<file path="src/rtl/core/escaped_frame_parser_unit_assert.svh">
// Assertion helpers shared by the RTL. Both sample on the rising edge of clk
// and are switched off while arst_n is low.
`ifndef ESCAPED_FRAME_PARSER_UNIT_ASSERT_SVH
`define ESCAPED_FRAME_PARSER_UNIT_ASSERT_SVH

// The consequent must hold in the same cycle as the antecedent.
`define EFP_ASSERT_SAME(label, ante, cons, msg) \
	label: assert property (@(posedge clk) disable iff (!arst_n) (ante) |-> (cons)) \
		else $error(msg);

// The consequent must hold in the cycle after the antecedent.
`define EFP_ASSERT_NEXT(label, ante, cons, msg) \
	label: assert property (@(posedge clk) disable iff (!arst_n) (ante) |=> (cons)) \
		else $error(msg);

`endif

</file>
<file path="src/rtl/core/efp_pkg.sv">
package efp_pkg;

	// Result kinds as they appear on the output tuser.
	typedef enum logic [2:0] {
		KIND_METHOD = 3'd0,
		KIND_PARAM  = 3'd1,
		KIND_ID     = 3'd2,
		KIND_END    = 3'd3,
		KIND_ABORT  = 3'd4
	} efp_kind_t;

	// Configuration register indexes.
	localparam logic CfgStartCode  = 1'b0;
	localparam logic CfgEscapeCode = 1'b1;

	localparam logic [7:0] StartCodeReset  = 8'h7E;
	localparam logic [7:0] EscapeCodeReset = 8'h7D;

	localparam logic [7:0] EscXor  = 8'h20;
	localparam logic [7:0] SumGood = 8'hFF;

	// Frame positions: idle, expecting length, expecting method, first parameter.
	localparam logic [8:0] PosIdle      = 9'd0;
	localparam logic [8:0] PosLength    = 9'd1;
	localparam logic [8:0] PosMethod    = 9'd2;
	localparam logic [8:0] PosParamBase = 9'd3;
	// The checksum byte sits at length plus this offset.
	localparam logic [8:0] PosEndOffset = 9'd4;

	typedef struct packed {
		logic [8:0] pos;
		logic [7:0] sum;
		logic       esc;
		logic [7:0] len;
	} efp_state_t;

	typedef struct packed {
		efp_kind_t  kind;
		logic [7:0] value;
		logic [7:0] index;
		logic [7:0] len;
		logic       good;
	} efp_result_t;

endpackage

</file>
<file path="src/rtl/core/escaped_frame_parser_unit.sv">
// Channel   Direction  Beat contents
// s_*       in         one raw received byte
// m_*       out        one decoded frame item (kind in tuser)
// cfg_*     in         one register write (index, data)
//
// One byte is accepted per cycle when the output side keeps up. A byte is held in the input
// register. It is decoded and the state updated as it leaves, and its result (if any) is offered
// from the output register from that edge on. Reset clears the parser state and the valid flags
// and restores the default start and escape codes. A stalled output only holds back bytes that
// produce a result; bytes that are dropped or absorbed keep flowing.
module escaped_frame_parser_unit (
	input  logic        clk,
	input  logic        arst_n,

	input  logic        s_tvalid,
	output logic        s_tready,
	input  logic [7:0]  s_tdata,   // [7:0] rx_byte

	output logic        m_tvalid,
	input  logic        m_tready,
	output logic [31:0] m_tdata,   // [7:0] item_value, [15:8] param_index,
	                               // [23:16] frame_length, [24] checksum_good,
	                               // [31:25] zero
	output logic [2:0]  m_tuser,   // [2:0] item_kind

	input  logic        cfg_valid,
	output logic        cfg_ready,
	input  logic        cfg_index,
	input  logic [7:0]  cfg_data
);

	// Input register stage.
	logic                 valid_s1;
	logic [7:0]           byte_s1;

	// Output register stage.
	logic                 valid_s2;
	efp_pkg::efp_result_t res_s2;

	// Parser state and configuration.
	efp_pkg::efp_state_t  state_q;
	logic [7:0]           start_code_q;
	logic [7:0]           escape_code_q;

	efp_pkg::efp_state_t  next_state;
	efp_pkg::efp_result_t result;
	logic                 has_result;
	logic                 adv_s1;

	efp_decode u_decode (
		.state       (state_q),
		.rx_byte     (byte_s1),
		.start_code  (start_code_q),
		.escape_code (escape_code_q),
		.next_state  (next_state),
		.has_result  (has_result),
		.result      (result)
	);

	// The held byte moves on when its result has room, or when it makes none.
	assign adv_s1   = valid_s1 && (!valid_s2 || m_tready || !has_result);
	assign s_tready = !valid_s1 || adv_s1;

	assign cfg_ready = 1'b1;

	always_ff @(posedge clk or negedge arst_n) begin
		if (!arst_n) begin
			start_code_q  <= efp_pkg::StartCodeReset;
			escape_code_q <= efp_pkg::EscapeCodeReset;
		end else if (cfg_valid) begin
			unique case (cfg_index)
				efp_pkg::CfgStartCode:  start_code_q  <= cfg_data;
				efp_pkg::CfgEscapeCode: escape_code_q <= cfg_data;
			endcase
		end
	end

	always_ff @(posedge clk or negedge arst_n) begin
		if (!arst_n) begin
			valid_s1 <= 1'b0;
		end else if (s_tready) begin
			valid_s1 <= s_tvalid;
		end
	end

	always_ff @(posedge clk) begin
		if (s_tvalid && s_tready) begin
			byte_s1 <= s_tdata;
		end
	end

	always_ff @(posedge clk or negedge arst_n) begin
		if (!arst_n) begin
			state_q <= '0;
		end else if (adv_s1) begin
			state_q <= next_state;
		end
	end

	always_ff @(posedge clk or negedge arst_n) begin
		if (!arst_n) begin
			valid_s2 <= 1'b0;
		end else if (adv_s1 && has_result) begin
			valid_s2 <= 1'b1;
		end else if (m_tready) begin
			valid_s2 <= 1'b0;
		end
	end

	always_ff @(posedge clk) begin
		if (adv_s1 && has_result) begin
			res_s2 <= result;
		end
	end

	assign m_tvalid = valid_s2;
	assign m_tuser  = res_s2.kind;
	assign m_tdata  = {7'd0, res_s2.good, res_s2.len, res_s2.index, res_s2.value};

`include "escaped_frame_parser_unit_assert.svh"

	// A byte that cannot leave the input register stays put.
	`EFP_ASSERT_NEXT(a_s1_hold, valid_s1 && !adv_s1,
		valid_s1 && byte_s1 == $past(byte_s1), "input stage lost a held byte")

	// The frame never runs past its checksum position.
	`EFP_ASSERT_SAME(a_pos_bound, 1'b1,
		state_q.pos <= {1'b0, state_q.len} + efp_pkg::PosEndOffset,
		"frame position beyond checksum")

	// An escape can only be pending inside a frame.
	`EFP_ASSERT_SAME(a_esc_in_frame, state_q.esc, state_q.pos != efp_pkg::PosIdle,
		"escape pending while idle")

	// Only the end item carries a good checksum flag.
	`EFP_ASSERT_SAME(a_good_on_end, valid_s2 && res_s2.good,
		res_s2.kind == efp_pkg::KIND_END, "checksum flag on a non-end item")

endmodule

</file>
<file path="src/rtl/core/efp_decode.sv">
// Per-byte frame decoder: next parser state and the optional result for one
// raw byte. Purely combinational.
module efp_decode (
	input  efp_pkg::efp_state_t  state,
	input  logic [7:0]           rx_byte,
	input  logic [7:0]           start_code,
	input  logic [7:0]           escape_code,
	output efp_pkg::efp_state_t  next_state,
	output logic                 has_result,
	output efp_pkg::efp_result_t result
);

	logic [7:0] data;
	logic [7:0] sum_new;
	logic [8:0] end_pos;
	logic [8:0] param_off;

	assign data      = state.esc ? (rx_byte ^ efp_pkg::EscXor) : rx_byte;
	assign sum_new   = state.sum + data;
	assign end_pos   = {1'b0, state.len} + efp_pkg::PosEndOffset;
	assign param_off = state.pos - efp_pkg::PosParamBase;

	always_comb begin
		next_state   = state;
		has_result   = 1'b0;
		result.kind  = efp_pkg::KIND_ABORT;
		result.value = '0;
		result.index = '0;
		result.len   = '0;
		result.good  = 1'b0;

		priority if (state.pos == efp_pkg::PosIdle) begin
			if (rx_byte == start_code) begin
				next_state.pos = efp_pkg::PosLength;
				next_state.sum = '0;
				next_state.esc = 1'b0;
			end
		end else if (rx_byte == start_code) begin
			// A raw start byte inside a frame aborts it and opens a new one.
			next_state.pos = efp_pkg::PosLength;
			next_state.sum = '0;
			next_state.esc = 1'b0;
			has_result     = 1'b1;
		end else if (!state.esc && rx_byte == escape_code) begin
			next_state.esc = 1'b1;
		end else if (state.pos == efp_pkg::PosLength) begin
			next_state.esc = 1'b0;
			next_state.len = data;
			next_state.pos = efp_pkg::PosMethod;
		end else begin
			next_state.esc = 1'b0;
			next_state.sum = sum_new;
			has_result     = 1'b1;
			result.value   = data;
			result.len     = state.len;
			priority if (state.pos == efp_pkg::PosMethod) begin
				next_state.pos = efp_pkg::PosParamBase;
				result.kind    = efp_pkg::KIND_METHOD;
			end else if (state.pos >= end_pos) begin
				next_state.pos = efp_pkg::PosIdle;
				next_state.sum = '0;
				result.kind    = efp_pkg::KIND_END;
				result.good    = (sum_new == efp_pkg::SumGood);
			end else if (state.pos == end_pos - 9'd1) begin
				next_state.pos = state.pos + 9'd1;
				result.kind    = efp_pkg::KIND_ID;
			end else begin
				next_state.pos = state.pos + 9'd1;
				result.kind    = efp_pkg::KIND_PARAM;
				result.index   = param_off[7:0];
			end
		end
	end

endmodule

</file>
<file path="config.mk">
export PLATFORM = sky130hd
export DESIGN_NAME = escaped_frame_parser_unit
export DESIGN_NICKNAME = d
export VERILOG_FILES = /design/src/rtl/core/efp_pkg.sv /design/src/rtl/core/escaped_frame_parser_unit.sv /design/src/rtl/core/efp_decode.sv
export VERILOG_INCLUDE_DIRS = /design/src /design/src/rtl/core
export SDC_FILE = /design/constraint.sdc
export NUM_CORES = 1
export LEC_CHECK = 0
export BUFFER_PORTS_ARGS = -buffer_cell sky130_fd_sc_hd__clkbuf_2
export CORE_MARGIN = 4
export CORE_UTILIZATION = 25
export CTS_CLUSTER_SIZE = 16
export DETAILED_ROUTE_END_ITERATION = 12
export PLACE_DENSITY = 0.48
export SETUP_SLACK_MARGIN = 0.2
export SKIP_LAST_GASP = 1
export SYNTH_ARGS = -nofsm -noshare
export SYNTH_HDL_FRONTEND = slang
export SYNTH_HIERARCHICAL = 1
export SYNTH_SLANG_ARGS = --single-unit
</file>
<file path="constraint.sdc">
create_clock -name clk -period 4.2 [get_ports clk]
set_input_delay 0.21 -clock clk [delete_from_list [all_inputs] [get_ports clk]]
set_output_delay 0.21 -clock clk [all_outputs]
set_load 0.01 [all_outputs]
</file>
==> results of run 1 <==
worst register-to-register path, cell delays in order, from the launching register on:
cell      delay [ns]
dfrtp_1         0.58
ha_1            0.30
xor2_1          0.37
inv_1           0.14
ha_1            0.30
a21o_1          0.18
a221oi_1        0.32
o21ai_0         0.25
nand2_1         0.14
or4b_2          0.59
a21oi_1         0.16
nand2_1         0.08
o211ai_2        0.15
per-stage QoR:
step / instances / util / power [mW]
3_5_place_dp: 847 / 0.2796 / 4.551
3_3_place_gp: 847 / 0.2796 / 4.473
4_1_cts: 864 / 0.2948 / 5.434
2_1_floorplan: 545 / - / 3.733
6_report: 864 / 0.2949 / 5.373
5_1_grt: 864 / 0.2949 / 5.801
synthesized netlist by cell type, drive strengths merged (4+ instances only):
master,count,area (um2)
nand4b,29,254.0
edfxtp,36,1081
xnor2,27,236.5
buf,31,210.2
o211ai,29,317.8
a21oi,23,115.1
inv,19,71.31
nor3,10,61.31
nor2,27,101.4
nand4,7,43.79
xor2,16,140.1
o21ai,7,38.79
or4b,4,43.79
a31oi,4,25.02
dfrtp,32,800.8
nand2b,27,168.9
nor4,4,40.04
mux2,21,236.5
dfstp,12,315.3
and2,14,88.84
clkbuf,7,26.28
a211oi,4,30.03
nand3,24,120.1
ha,22,275.3
nand2,62,237.7
power by group:
group | switching [mW] | leakage (nW) | total [mW] | internal (mW)
Clock | 0.375 | 0.151 | 0.851 | 0.476
Sequential | 0.327 | 0.877 | 1.57 | 1.25
Combinational | 1.74 | 1.49 | 2.95 | 1.21
cell type report:
class | count | area (um2)
clock inverter | 7 | 86.33
multi-input combinational | 408 | 2963
clock buffer | 9 | 225.2
tap | 275 | 344.1
timing repair buffer | 66 | 370.4
sequential | 80 | 2197
fill | 2248 | 14960
inverter | 19 | 71.32
state kept, by name, indices dropped and copies added (netlist names):
name           cells
byte_s1            8
escape_code_q      8
m_tdata           25
m_tuser            3
m_tvalid           1
start_code_q       8
state_q           26
valid_s1           1
layer usage:
metal	GRT usage	vias to the layer above
met5	0	-
met4	0.06003	2
met3	0.02976	31
met2	0.1932	145
met1	0.1647	2166
li1	-	2020
worst min path at each step:
stage,from,end,slack (ns)
after global placement,arst_n,escape_code_q[1]$_DFFE_PN0P_,0.35
final,s_tdata[0],byte_s1[0]$_DFFE_PP_,0.03
after floorplan,arst_n,escape_code_q[1]$_DFFE_PN0P_,-0.09
after CTS,s_tdata[0],byte_s1[0]$_DFFE_PP_,0.01
after detailed placement,arst_n,escape_code_q[1]$_DFFE_PN0P_,0.36
after global routing,s_tdata[0],byte_s1[0]$_DFFE_PP_,0.01
kinds of logic after synthesis:
group | Yosys count | share of synthesized area
simple gates | 224 | 0.2346
compound gates | 87 | 0.1281
flops | 80 | 0.4039
buf+inv | 57 | 0.05657
xor+xnor | 45 | 0.07774
fa+ha+maj | 23 | 0.05428
mux | 21 | 0.04347
other cells | 2 | 0.001380
what timing repair did:
action / in CTS / in global routing
gates resized for setup: 0 / 1
setup endpoints to repair: 0 / 1
hold buffers: 1 / 0
endpoints found under the hold margin: 32 / 0
==> qor.txt, run 1 <==
Crit-path max cell delay = 0.59 ns
Commonest non-fill, non-tap cell in the layout = nand2_1
CP arrival = 3.91 ns
Worst path top cell family by delay = compound AO/OA/AOI/OAI gates
Worst endpoint required time = 4.48 ns
Critical path buffers and inverters = 1
Power Dens Cells = 858.7 nW/um2
Fmax = 0.2757 GHz
# setup viols final = 0
CP Class = reg2reg
Routed Antenna Nets = 0
Synth cell types = 64
Pre-CTS WS = 0.5489 ns
Full die area = 24,180 um2
Most frequent cells in the layout = nand2_1 (60), clkbuf_2 (51), edfxtp_1 (36)
Crit. path cell count = 12
CP max FO = 13
Critical path endpoint = state_q[15]$_DFFE_PN0P_
Total Routing Usage GR = 0.1250
CTS tree = built
Worst setup startpoint = state_q[2]$_DFFE_PN0P_
Placer Congestion = 0.8592
Worst setup margin = 0.5729 ns
Detailed placer's ending HPWL = 10.36 mm
Static Leak = 2.515 nW
Worst-path cell chain = ha_1 > xor2_1 > inv_1 > ha_1 > a21o_1 > a221oi_1 > o21ai_0 > nand2_1 > or4b_2 > a21oi_1 > nand2_1 > o211ai_2
Post-Syn Area = 5440 um2
Diode count = 0
Post-synth EDFFs = 36
Synthesized flop and latch total = 80
Post-Syn Area per Cell = 10.09 um2
Slew headroom = 0.1919
Number of global-route vias before repair = 4,233
Top Layer Used = met5
I/O Buffers = 51
Max-cap violation count = 0
Row count = 53
RR Startpoint = state_q[2]$_DFFE_PN0P_
Status = finished, final reports clean
Area growth from synthesis to layout = 15.02%
DR WL/cell = 17.44 um
Layout Nets = 629
Post-layout minimum cycle time = 3.627 ns
H-tree depth = 3
Setup TNS = 0 ns
CP max stage cell = or4b_2
Met3 routed WL = 841 um
Clock latency on the worst-skew pair = 0.35 ns
Via count = 4,364
TritonRoute pass-1 iters = 5
CP startpoint kind = register
Initial antenna violation count = 1
Slew @ Worst Pin = 1.212 ns
Hold WC Path Type = in2reg
Worst Setup End Kind = register
Area post-placement = 5933 um2
CTS clk-pin slew, worst paths = 0.07 ns
R2R setup slack = 0.57 ns
Hold Worst Slack = 0.03094 ns
Largest net degree at the start of global routing = 55
Hold Path Stages = 1
Met2 WL = 6.833 mm
RSZ-0062 raised after global routing = no
Routed Wire Length = 15.06 mm
Setup Skew = 0.008544 ns
Post-CTS Setup Bufs = 0
CTS Buf Count = 9
Via density = 5.051
IO Pins = 60
Syn. warnings = 6
Overflow after GRT = 0
Maximum vdd drop = 0.2594 mV
Synth async-reset ratio = 0.5500
R2r worst-path depth = 12
Final slew viol count = 0
Synth Flop Type = edfxtp_1
Area of the core = 21,220 um2
Drt drc = 0
Starting Density = 0.2564
Share of cells above drive strength 1 = 0.2496
Seq/Total Area, Yosys = 0.4039
RR Endpoint = state_q[15]$_DFFE_PN0P_
Final period util = 0.8636
CTS Sinks = 80
Die W = 155.5 um
Clock tree buffer depth = 2
Iteration-0 DRC Markers = 299
Cell count after synthesis = 539
Design Area, Final = 6257 um2
Final Hold Viols = 0
Clk root buf = clkbuf_16
DRT met1 WL = 6.886 mm
Die H = 155.5 um
Global-route wire length before repair = 23.78 mm
No activity file was read; power rests on OpenSTA's default activity.
==> inputs of run 2 (changes only) <==
- CTS_BUF_LIST: unset -> sky130_fd_sc_hd__clkbuf_8
- SYNTH_HIERARCHICAL: 1 -> unset
==> qor.txt, run 2 <==
Critical path buffers and inverters = 1 (unchanged)
Hold bufs inserted after CTS = 6 (was 1)
Slew @ Worst Pin = 0.7650 ns (was 1.212 ns)
Dominant cell type by area after synthesis = edfxtp_1 (unchanged)
CTS Buf Count = 9 (unchanged)
Final slew viol count = 0 (unchanged)
I/O Buffers = 51 (unchanged)
Via density = 4.600 (was 5.051)
Worst endpoint required time = 4.34 ns (was 4.48 ns)
Power Dens Cells = 763.3 nW/um2 (was 858.7 nW/um2)
Seq/Total Area, Yosys = 0.4622 (was 0.4039)
Fin cells = 713 (was 864)
Initial antenna violation count = 0 (was 1)
Cell count after synthesis = 420 (was 539)
Area of the core = 18,710 um2 (was 21,220 um2)
Drt drc = 0 (unchanged)
Die W = 145.9 um (was 155.5 um)
Synth Flop Type = edfxtp_1 (unchanged)
Area post-placement = 5192 um2 (was 5933 um2)
Sw Share = 0.4354 (was 0.4543)
CP startpoint kind = register (unchanged)
Reg power frac = 0.366 (was 0.293)
Total Routing Usage GR = 0.1117 (was 0.1250)
Status = finished, final reports clean (unchanged)
Maximum vdd drop = 0.2044 mV (was 0.2594 mV)
Max-cap violation count = 0 (unchanged)
CP most frequent cell = ha_1
Routed Antenna Nets = 0 (unchanged)
Diode count = 0 (unchanged)
Worst Setup End Kind = register (unchanged)
Commonest non-fill, non-tap cell in the layout = clkbuf_2 (was nand2_1)
CTS Sinks = 80 (unchanged)
Clock tree buffer depth = 2 (unchanged)
Synthesized flop and latch total = 80 (unchanged)
Iteration-0 DRC Markers = 128 (was 299)
DR WL/cell = 15.88 um (was 17.44 um)
Placed cells = 689 (was 847)
Combinational cell fraction of total power = 0.507 (was 0.549)
Most frequent cells after synthesis = edfxtp_1 (36), dfrtp_1 (32), xnor2_1 (27) (was nand2_1 (60), edfxtp_1 (36), dfrtp_1 (32))
Worst-path cell chain = ha_1 > nand3_2 > inv_1 > nand3_1 > ha_1 > a41o_1 > a211oi_2 > a21o_1 > nand2b_1 > and2b_1 (was ha_1 > xor2_1 > inv_1 > ha_1 > a21o_1 > a221oi_1 > o21ai_0 > nand2_1 > or4b_2 > a21oi_1 > nand2_1 > o211ai_2)
Overflow after GRT = 0 (unchanged)
Largest net degree at the start of global routing = 45 (was 55)
Syn. warnings = 0 (was 6)
Max reg flops = 26 (unchanged)
Post-CTS Setup Bufs = 0 (unchanged)
H-tree depth = 3 (unchanged)
Crit-path max cell delay = 0.56 ns (was 0.59 ns)
Top cell type's share of synthesized area = 0.2274 (was 0.1987)
CP Class = reg2reg (unchanged)
Clk root buf = clkbuf_8 (was clkbuf_16)
Global-route wire length before repair = 18.78 mm (was 23.78 mm)
Worst path top cell family by delay = compound AO/OA/AOI/OAI gates (unchanged)
TritonRoute pass-1 iters = 4 (was 5)
CTS clk-pin slew, worst paths = 0.09 ns (was 0.07 ns)
Filler cell count in the final layout = 1,881 (was 2,248)
Hold WC Path Type = in2reg (unchanged)
CP max FO = 10 (was 13)
Top reg by flops = state_q (unchanged)
Routed Wire Length = 11.32 mm (was 15.06 mm)
CP arrival = 3.40 ns (was 3.91 ns)
IO Pins = 60 (unchanged)
Setup TNS = 0 ns (unchanged)
CTS resizes = 0 (unchanged)
Via count = 3,280 (was 4,364)
Area growth from synthesis to layout = 14.56% (was 15.02%)
Post-Syn Area per Cell = 11.32 um2 (was 10.09 um2)
Clock latency on the worst-skew pair = 0.38 ns (was 0.35 ns)
CP max stage cell = dfrtp_1 (was or4b_2)
Post-layout minimum cycle time = 3.256 ns (was 3.627 ns)
Design Area, Final = 5445 um2 (was 6257 um2)
Synth area leaders = edfxtp_1 (23%), dfrtp_1 (17%), dfstp_2 (6.6%), mux2_2 (5.4%), xnor2_1 (5.0%) (was edfxtp_1 (20%), dfrtp_1 (15%), dfstp_2 (5.8%), ha_1 (5.1%), nand4b_1 (4.7%))
Detailed placer's ending HPWL = 8.583 mm (was 10.36 mm)
Row count = 50 (was 53)
Final core utilization = 0.2911 (was 0.2949)
Post-Syn Area = 4753 um2 (was 5440 um2)
Post-synth EDFFs = 36 (unchanged)
Fmax = 0.3071 GHz (was 0.2757 GHz)
# setup viols final = 0 (unchanged)
Share of cells above drive strength 1 = 0.2818 (was 0.2496)
RSZ-0062 raised after global routing = no (unchanged)
Setup Skew = 0.01193 ns (was 0.008544 ns)
Final Hold Viols = 0 (unchanged)
Die H = 145.9 um (was 155.5 um)
Number of global-route vias before repair = 3,455 (was 4,233)
CTS tree = built (unchanged)
Clock group share of total power = 0.127 (was 0.158)
Slew headroom = 0.4890 (was 0.1919)
Layout Nets = 515 (was 629)
Placer Congestion = 0.8916 (was 0.8592)
Starting Density = 0.2541 (was 0.2564)
Synth cell types = 72 (was 64)
P_int = 2.347 mW (was 2.932 mW)
Top-count cell post-synth = edfxtp_1 (was nand2_1)
Final period util = 0.7752 (was 0.8636)
Total power = 4.156 mW (was 5.373 mW)
Net Switching = 1.810 mW (was 2.441 mW)
Full die area = 21,280 um2 (was 24,180 um2)
Static Leak = 2.199 nW (was 2.515 nW)
Most frequent cells in the layout = clkbuf_2 (51), edfxtp_1 (36), dfrtp_1 (32) (was nand2_1 (60), clkbuf_2 (51), edfxtp_1 (36))
Synth async-reset ratio = 0.5500 (unchanged)
[run 2: changes by cell type in the layout (fill, tap and decap cells not counted), moves of 6 or more]
| cell | previous run | this run |
|---|---|---|
| nand2_1 | 60 | 22 |
| nand3_1 | 24 | 15 |
| nor2_1 | 25 | 15 |
| dlygate4sd3_1 | 1 | 8 |
| a21oi_1 | 23 | 13 |
| o211ai_2 | 20 | 3 |
| o211ai_1 | 9 | 0 |
| clkbuf_8 | 0 | 9 |
| a22o_1 | 0 | 8 |
| or2_2 | 0 | 6 |
| nand2b_1 | 27 | 6 |
| buf_4 | 14 | 5 |
| nand4b_1 | 29 | 0 |
| clkbuf_16 | 9 | 0 |
[run 2: layout make-up]
cell class | count | area, um2 | area share
Clock buffer | 9 | 123.9 | 0.02275
Clock inverter | 7 | 48.80 | 0.008961
Inverter | 18 | 67.56 | 0.01241
Multi-Input combinational cell | 301 | 2342 | 0.4301
Sequential cell | 80 | 2197 | 0.4035
Tap cell | 234 | 292.8 | 0.05377
Timing Repair Buffer | 64 | 372.9 | 0.06847
[run 2: power by group through the flow]
stage / Sequential [mW] / Combinational (mW) / Clock, mW
4_1_cts: 1.53 / 2.14 / 0.547
2_1_floorplan: 1.45 / 1.67 / 0
3_5_place_dp: 1.54 / 2.13 / 0
5_1_grt: 1.56 / 2.36 / 0.589
6_report: 1.52 / 2.11 / 0.528
3_3_place_gp: 1.54 / 2.11 / 0
[run 2: path summary, 6_finish.rpt]
check	endpoint	startpoint	slack, ns	cells past startpoint
worst max-delay path	m_tuser[1]$_SDFFCE_PP0P_	state_q[2]$_DFFE_PN0P_	0.94	10
worst min-delay path	byte_s1[6]$_DFFE_PP_	s_tdata[6]	0.03	1
worst max register to register	m_tuser[1]$_SDFFCE_PP0P_	state_q[2]$_DFFE_PN0P_	0.94	10
worst min register to register	state_q[9]$_DFFE_PN0P_	state_q[9]$_DFFE_PN0P_	0.52	1
max in group asynchronous	state_q[17]$_DFFE_PN0P_	arst_n	3.30	3
min in group asynchronous	start_code_q[0]$_DFFE_PN0P_	arst_n	0.49	3
[run 2: cells by family after synthesis]
| logic type | share of synthesized area |
|---|---|
| and+or+nand+nor | 0.1635 |
| adders and majority gates | 0.05159 |
| buffers and inverters | 0.05027 |
| xor gates and xnor gates | 0.08529 |
| AOI/OAI and AO/OA | 0.1290 |
| DFF | 0.4622 |
| muxes | 0.05659 |
| other | 0.001580 |
[run 2: layer usage]
metal | up-vias | GRT usage | share of wire | wire (um)
met5 | - | 0 | 0 | 0
met4 | 0 | 0.04131 | 0.021 | 240
met3 | 18 | 0.03114 | 0.039 | 437
met2 | 55 | 0.1880 | 0.48 | 5450
met1 | 1594 | 0.1365 | 0.46 | 5194
li1 | 1613 | - | - | -
[run 2: per-stage QoR]
step	hold WS (ns)	setup slack, ns
after CTS	0.001811	0.9212
after global routing	0.007006	0.6190
after detailed placement	0.3687	0.9345
after global placement	0.3598	1.061
final	0.03029	0.9440
after floorplan	-0.08559	1.189
[run 2: worst register-to-register path, cell delays in order, from the launching register on]
cell and delay (ns):
dfrtp_1 0.56, ha_1 0.43, nand3_2 0.19, inv_1 0.13, nand3_1 0.09, ha_1 0.32, a41o_1 0.23, a211oi_2 0.18
a21o_1 0.38, nand2b_1 0.27, and2b_1 0.23
==> inputs of run 3 (changes only) <==
- ABC_AREA: unset -> 1
- PLACE_DENSITY: 0.48 -> 0.49
- clock period: 4.2 -> 2.65 ns (I/O delays scaled with it)
==> qor.txt, run 3 <==
Status = finished, final reports clean (unchanged)
Fin cells = 920 (was 713)
TritonRoute pass-1 iters = 5 (was 4)
Setup Skew = 0.01465 ns (was 0.01193 ns)
CTS tree = built (unchanged)
Post-layout minimum cycle time = 2.359 ns (was 3.256 ns)
Worst Setup End Kind = register (unchanged)
Syn. warnings = 0 (unchanged)
Hold WC Path Type = in2reg (unchanged)
Synth Flop Type = edfxtp_1 (unchanged)
Max-cap violation count = 0 (unchanged)
Via density = 4.118 (was 4.600)
Diode count = 0 (unchanged)
P_int = 4.041 mW (was 2.347 mW)
Synth area leaders = edfxtp_1 (22%), dfrtp_1 (16%), nand2_1 (11%), dfstp_2 (6.5%), inv_1 (5.9%) (was edfxtp_1 (23%), dfrtp_1 (17%), dfstp_2 (6.6%), mux2_2 (5.4%), xnor2_1 (5.0%))
Clk root buf = clkbuf_8 (unchanged)
Final slew viol count = 0 (unchanged)
Global-route wire length before repair = 20.15 mm (was 18.78 mm)
Placer Congestion = 0.8416 (was 0.8916)
Critical hold path startpoint = cfg_data[0] (was s_tdata[6])
Layout Nets = 696 (was 515)
CTS Sinks = 80 (unchanged)
Slew @ Worst Pin = 0.6081 ns (was 0.7650 ns)
Starting Density = 0.2573 (was 0.2541)
Synth cell types = 45 (was 72)
RSZ-0062 raised after global routing = yes (was no)
Most frequent cells in the layout = nand2_1 (139), inv_1 (75), clkbuf_2 (51) (was clkbuf_2 (51), edfxtp_1 (36), dfrtp_1 (32))
Worst setup margin = 0.2911 ns (was 0.9440 ns)
Row count = 50 (unchanged)
Area growth from synthesis to layout = 21.60% (was 14.56%)
Synthesized flop and latch total = 80 (unchanged)
Clock tree buffer depth = 2 (unchanged)
Final core utilization = 0.3129 (was 0.2911)
Overflow after GRT = 0 (unchanged)
Iteration-0 DRC Markers = 162 (was 128)
CP max FO = 8 (was 10)
Top cell type's share of synthesized area = 0.2217 (was 0.2274)
Power Dens Cells = 1247 nW/um2 (was 763.3 nW/um2)
Net Switching = 3.354 mW (was 1.810 mW)
Total Routing Usage GR = 0.1162 (was 0.1117)
Full die area = 21,810 um2 (was 21,280 um2)
Hold Worst Slack = 0.01046 ns (was 0.03029 ns)
Routed Antenna Nets = 0 (unchanged)
Detailed placer's ending HPWL = 8.949 mm (was 8.583 mm)
Final Hold Viols = 0 (unchanged)
Cell count after synthesis = 569 (was 420)
CP Class = reg2reg (unchanged)
Clock latency on the worst-skew pair = 0.37 ns (was 0.38 ns)
Area of the core = 18,960 um2 (was 18,710 um2)
DR WL/cell = 12.99 um (was 15.88 um)
Worst path top cell family by delay = simple AND/OR/NAND/NOR gates (was compound AO/OA/AOI/OAI gates)
I/O Buffers = 51 (unchanged)
Post-Syn Area = 4877 um2 (was 4753 um2)
CP max stage cell = dfrtp_1 (unchanged)
Largest net degree at the start of global routing = 45 (unchanged)
Via count = 3,789 (was 3,280)
Top-count cell post-synth = nand2_1 (was edfxtp_1)
Commonest non-fill, non-tap cell in the layout = nand2_1 (was clkbuf_2)
Die H = 147.7 um (was 145.9 um)
Pre-CTS WS = 0.1760 ns (was 0.9345 ns)
CP most frequent cell = nand2_1 (was ha_1)
Die W = 147.7 um (was 145.9 um)
Reg power frac = 0.311 (was 0.366)
Drt drc = 0 (unchanged)
Dominant cell type by area after synthesis = edfxtp_1 (unchanged)
Placed cells = 877 (was 689)
RR Startpoint = state_q[2]$_DFFE_PN0P_ (unchanged)
Sw Share = 0.4535 (was 0.4354)
Worst setup startpoint = state_q[2]$_DFFE_PN0P_ (unchanged)
Worst endpoint required time = 2.77 ns (was 4.34 ns)
Routed Wire Length = 11.95 mm (was 11.32 mm)
Final period util = 0.8902 (was 0.7752)
Top reg by flops = state_q (unchanged)
Maximum vdd drop = 0.3587 mV (was 0.2044 mV)
Most frequent cells after synthesis = nand2_1 (140), inv_1 (77), nor2_1 (44) (was edfxtp_1 (36), dfrtp_1 (32), xnor2_1 (27))
Post-synth EDFFs = 36 (unchanged)
Synth async-reset ratio = 0.5500 (unchanged)
Clock group share of total power = 0.148 (was 0.127)
# setup viols final = 0 (unchanged)
Post-Syn Area per Cell = 8.571 um2 (was 11.32 um2)
Number of global-route vias before repair = 3,877 (was 3,455)
H-tree depth = 3 (unchanged)
Static Leak = 2.856 nW (was 2.199 nW)
Crit-path max cell delay = 0.42 ns (was 0.56 ns)
CP startpoint kind = register (unchanged)
CP arrival = 2.48 ns (was 3.40 ns)
Combinational cell fraction of total power = 0.540 (was 0.507)
Max reg flops = 26 (unchanged)
CTS Buf Count = 9 (unchanged)
Seq/Total Area, Yosys = 0.4505 (was 0.4622)
CTS clk-pin slew, worst paths = 0.09 ns (about the same)
Setup TNS = 0 ns (unchanged)
Share of cells above drive strength 1 = 0.2500 (was 0.2818)
Fmax = 0.4239 GHz (was 0.3071 GHz)
IO Pins = 60 (unchanged)
Initial antenna violation count = 0 (unchanged)
Worst-path cell chain = buf_4 > buf_4 > ha_1 > a21oi_1 > nand2_1 > nand4_1 > nand2_1 > nand2_1 > nand2_1 > nand2_1 > nand2_4 > buf_4 > o21a_1 (was ha_1 > nand3_2 > inv_1 > nand3_1 > ha_1 > a41o_1 > a211oi_2 > a21o_1 > nand2b_1 > and2b_1)
Slew headroom = 0.5946 (was 0.4890)
Critical path buffers and inverters = 3 (was 1)
run 3: cell count changes after synthesis, sizes merged, moves of 8 or more:
cell / delta
nand2: +131
inv: +72
nor2: +41
o21ai: +32
nand3: +26
mux2: -23
and2: -14
xnor2: -14
a22o: -8
run 3: kinds of logic (layout without fill, tap and decap cells):
logic type,Yosys count,in the layout,share of synthesized area
flip-flops,80,80,0.4505
adder cells (fa/ha/maj),19,19,0.05028
AO/OA/AOI/OAI,60,60,0.07671
buffers and inverters,106,191,0.09595
AND/OR/NAND/NOR,271,271,0.2694
other,2,8,0.001540
XOR/XNOR,31,31,0.05567
run 3: path summary, 6_finish.rpt:
path,end,cells after the start,slack (ns)
min,escape_code_q[0]$_DFFE_PN1P_,3,0.01
min in group asynchronous,state_q[10]$_DFFE_PN0P_,3,0.38
max,m_tuser[0]$_SDFFCE_PP0P_,13,0.29
max in group asynchronous,state_q[23]$_DFFE_PN0P_,3,1.84
min reg2reg,state_q[9]$_DFFE_PN0P_,2,0.50
max reg2reg,m_tuser[0]$_SDFFCE_PP0P_,13,0.29
run 3: final cells by class:
class	count	area, um2
multi-input cells	389	2272
fillers	2005	13030
well taps	260	325.3
flip-flops and latches	80	2197
inverters	90	345.3
clock buffers	11	151.4
repair buffers	85	553.0
clock inverters	5	86.33
run 3: worst min-delay path, delay by kind of cell:
family	cells	cell delay, ns
AOI/OAI and AO/OA	1	0.09
buffers and inverters	2	0.16
run 3: layer usage:
layer / wire, um / part of all wire / global-route usage
met1: 5608 / 0.47 / 0.1572
met2: 5567 / 0.47 / 0.1854
met3: 570 / 0.048 / 0.02085
met4: 205 / 0.017 / 0.04473
met5: 0 / 0 / 0
run 3: through the flow:
stage	total power, mW	instance area [um2]
global placement	6.215	5408
finish	7.394	5931
global route	8.153	5931
detailed placement	6.229	5408
floorplan	5.166	4900
CTS	7.386	5826
run 3: what timing repair did:
| item | 4_1_cts | 5_1_grt |
|---|---|---|
| endpoints found under the hold margin | 54 | 0 |
| setup endpoints to repair | 9 | 39 |
| hold buffers | 17 | 0 |
| setup buffers | 1 | 9 |
| resized for setup | 1 | 9 |
| pin swaps | 0 | 4 |
run 3: power by group through the flow:
stage | combinational [mW] | clock, mW | sequential (mW)
after floorplan | 2.80 | 0 | 2.36
after global placement | 3.88 | 0 | 2.34
after detailed placement | 3.90 | 0 | 2.33
after CTS | 3.95 | 1.13 | 2.30
after global routing | 4.60 | 1.18 | 2.37
final | 4.00 | 1.10 | 2.30
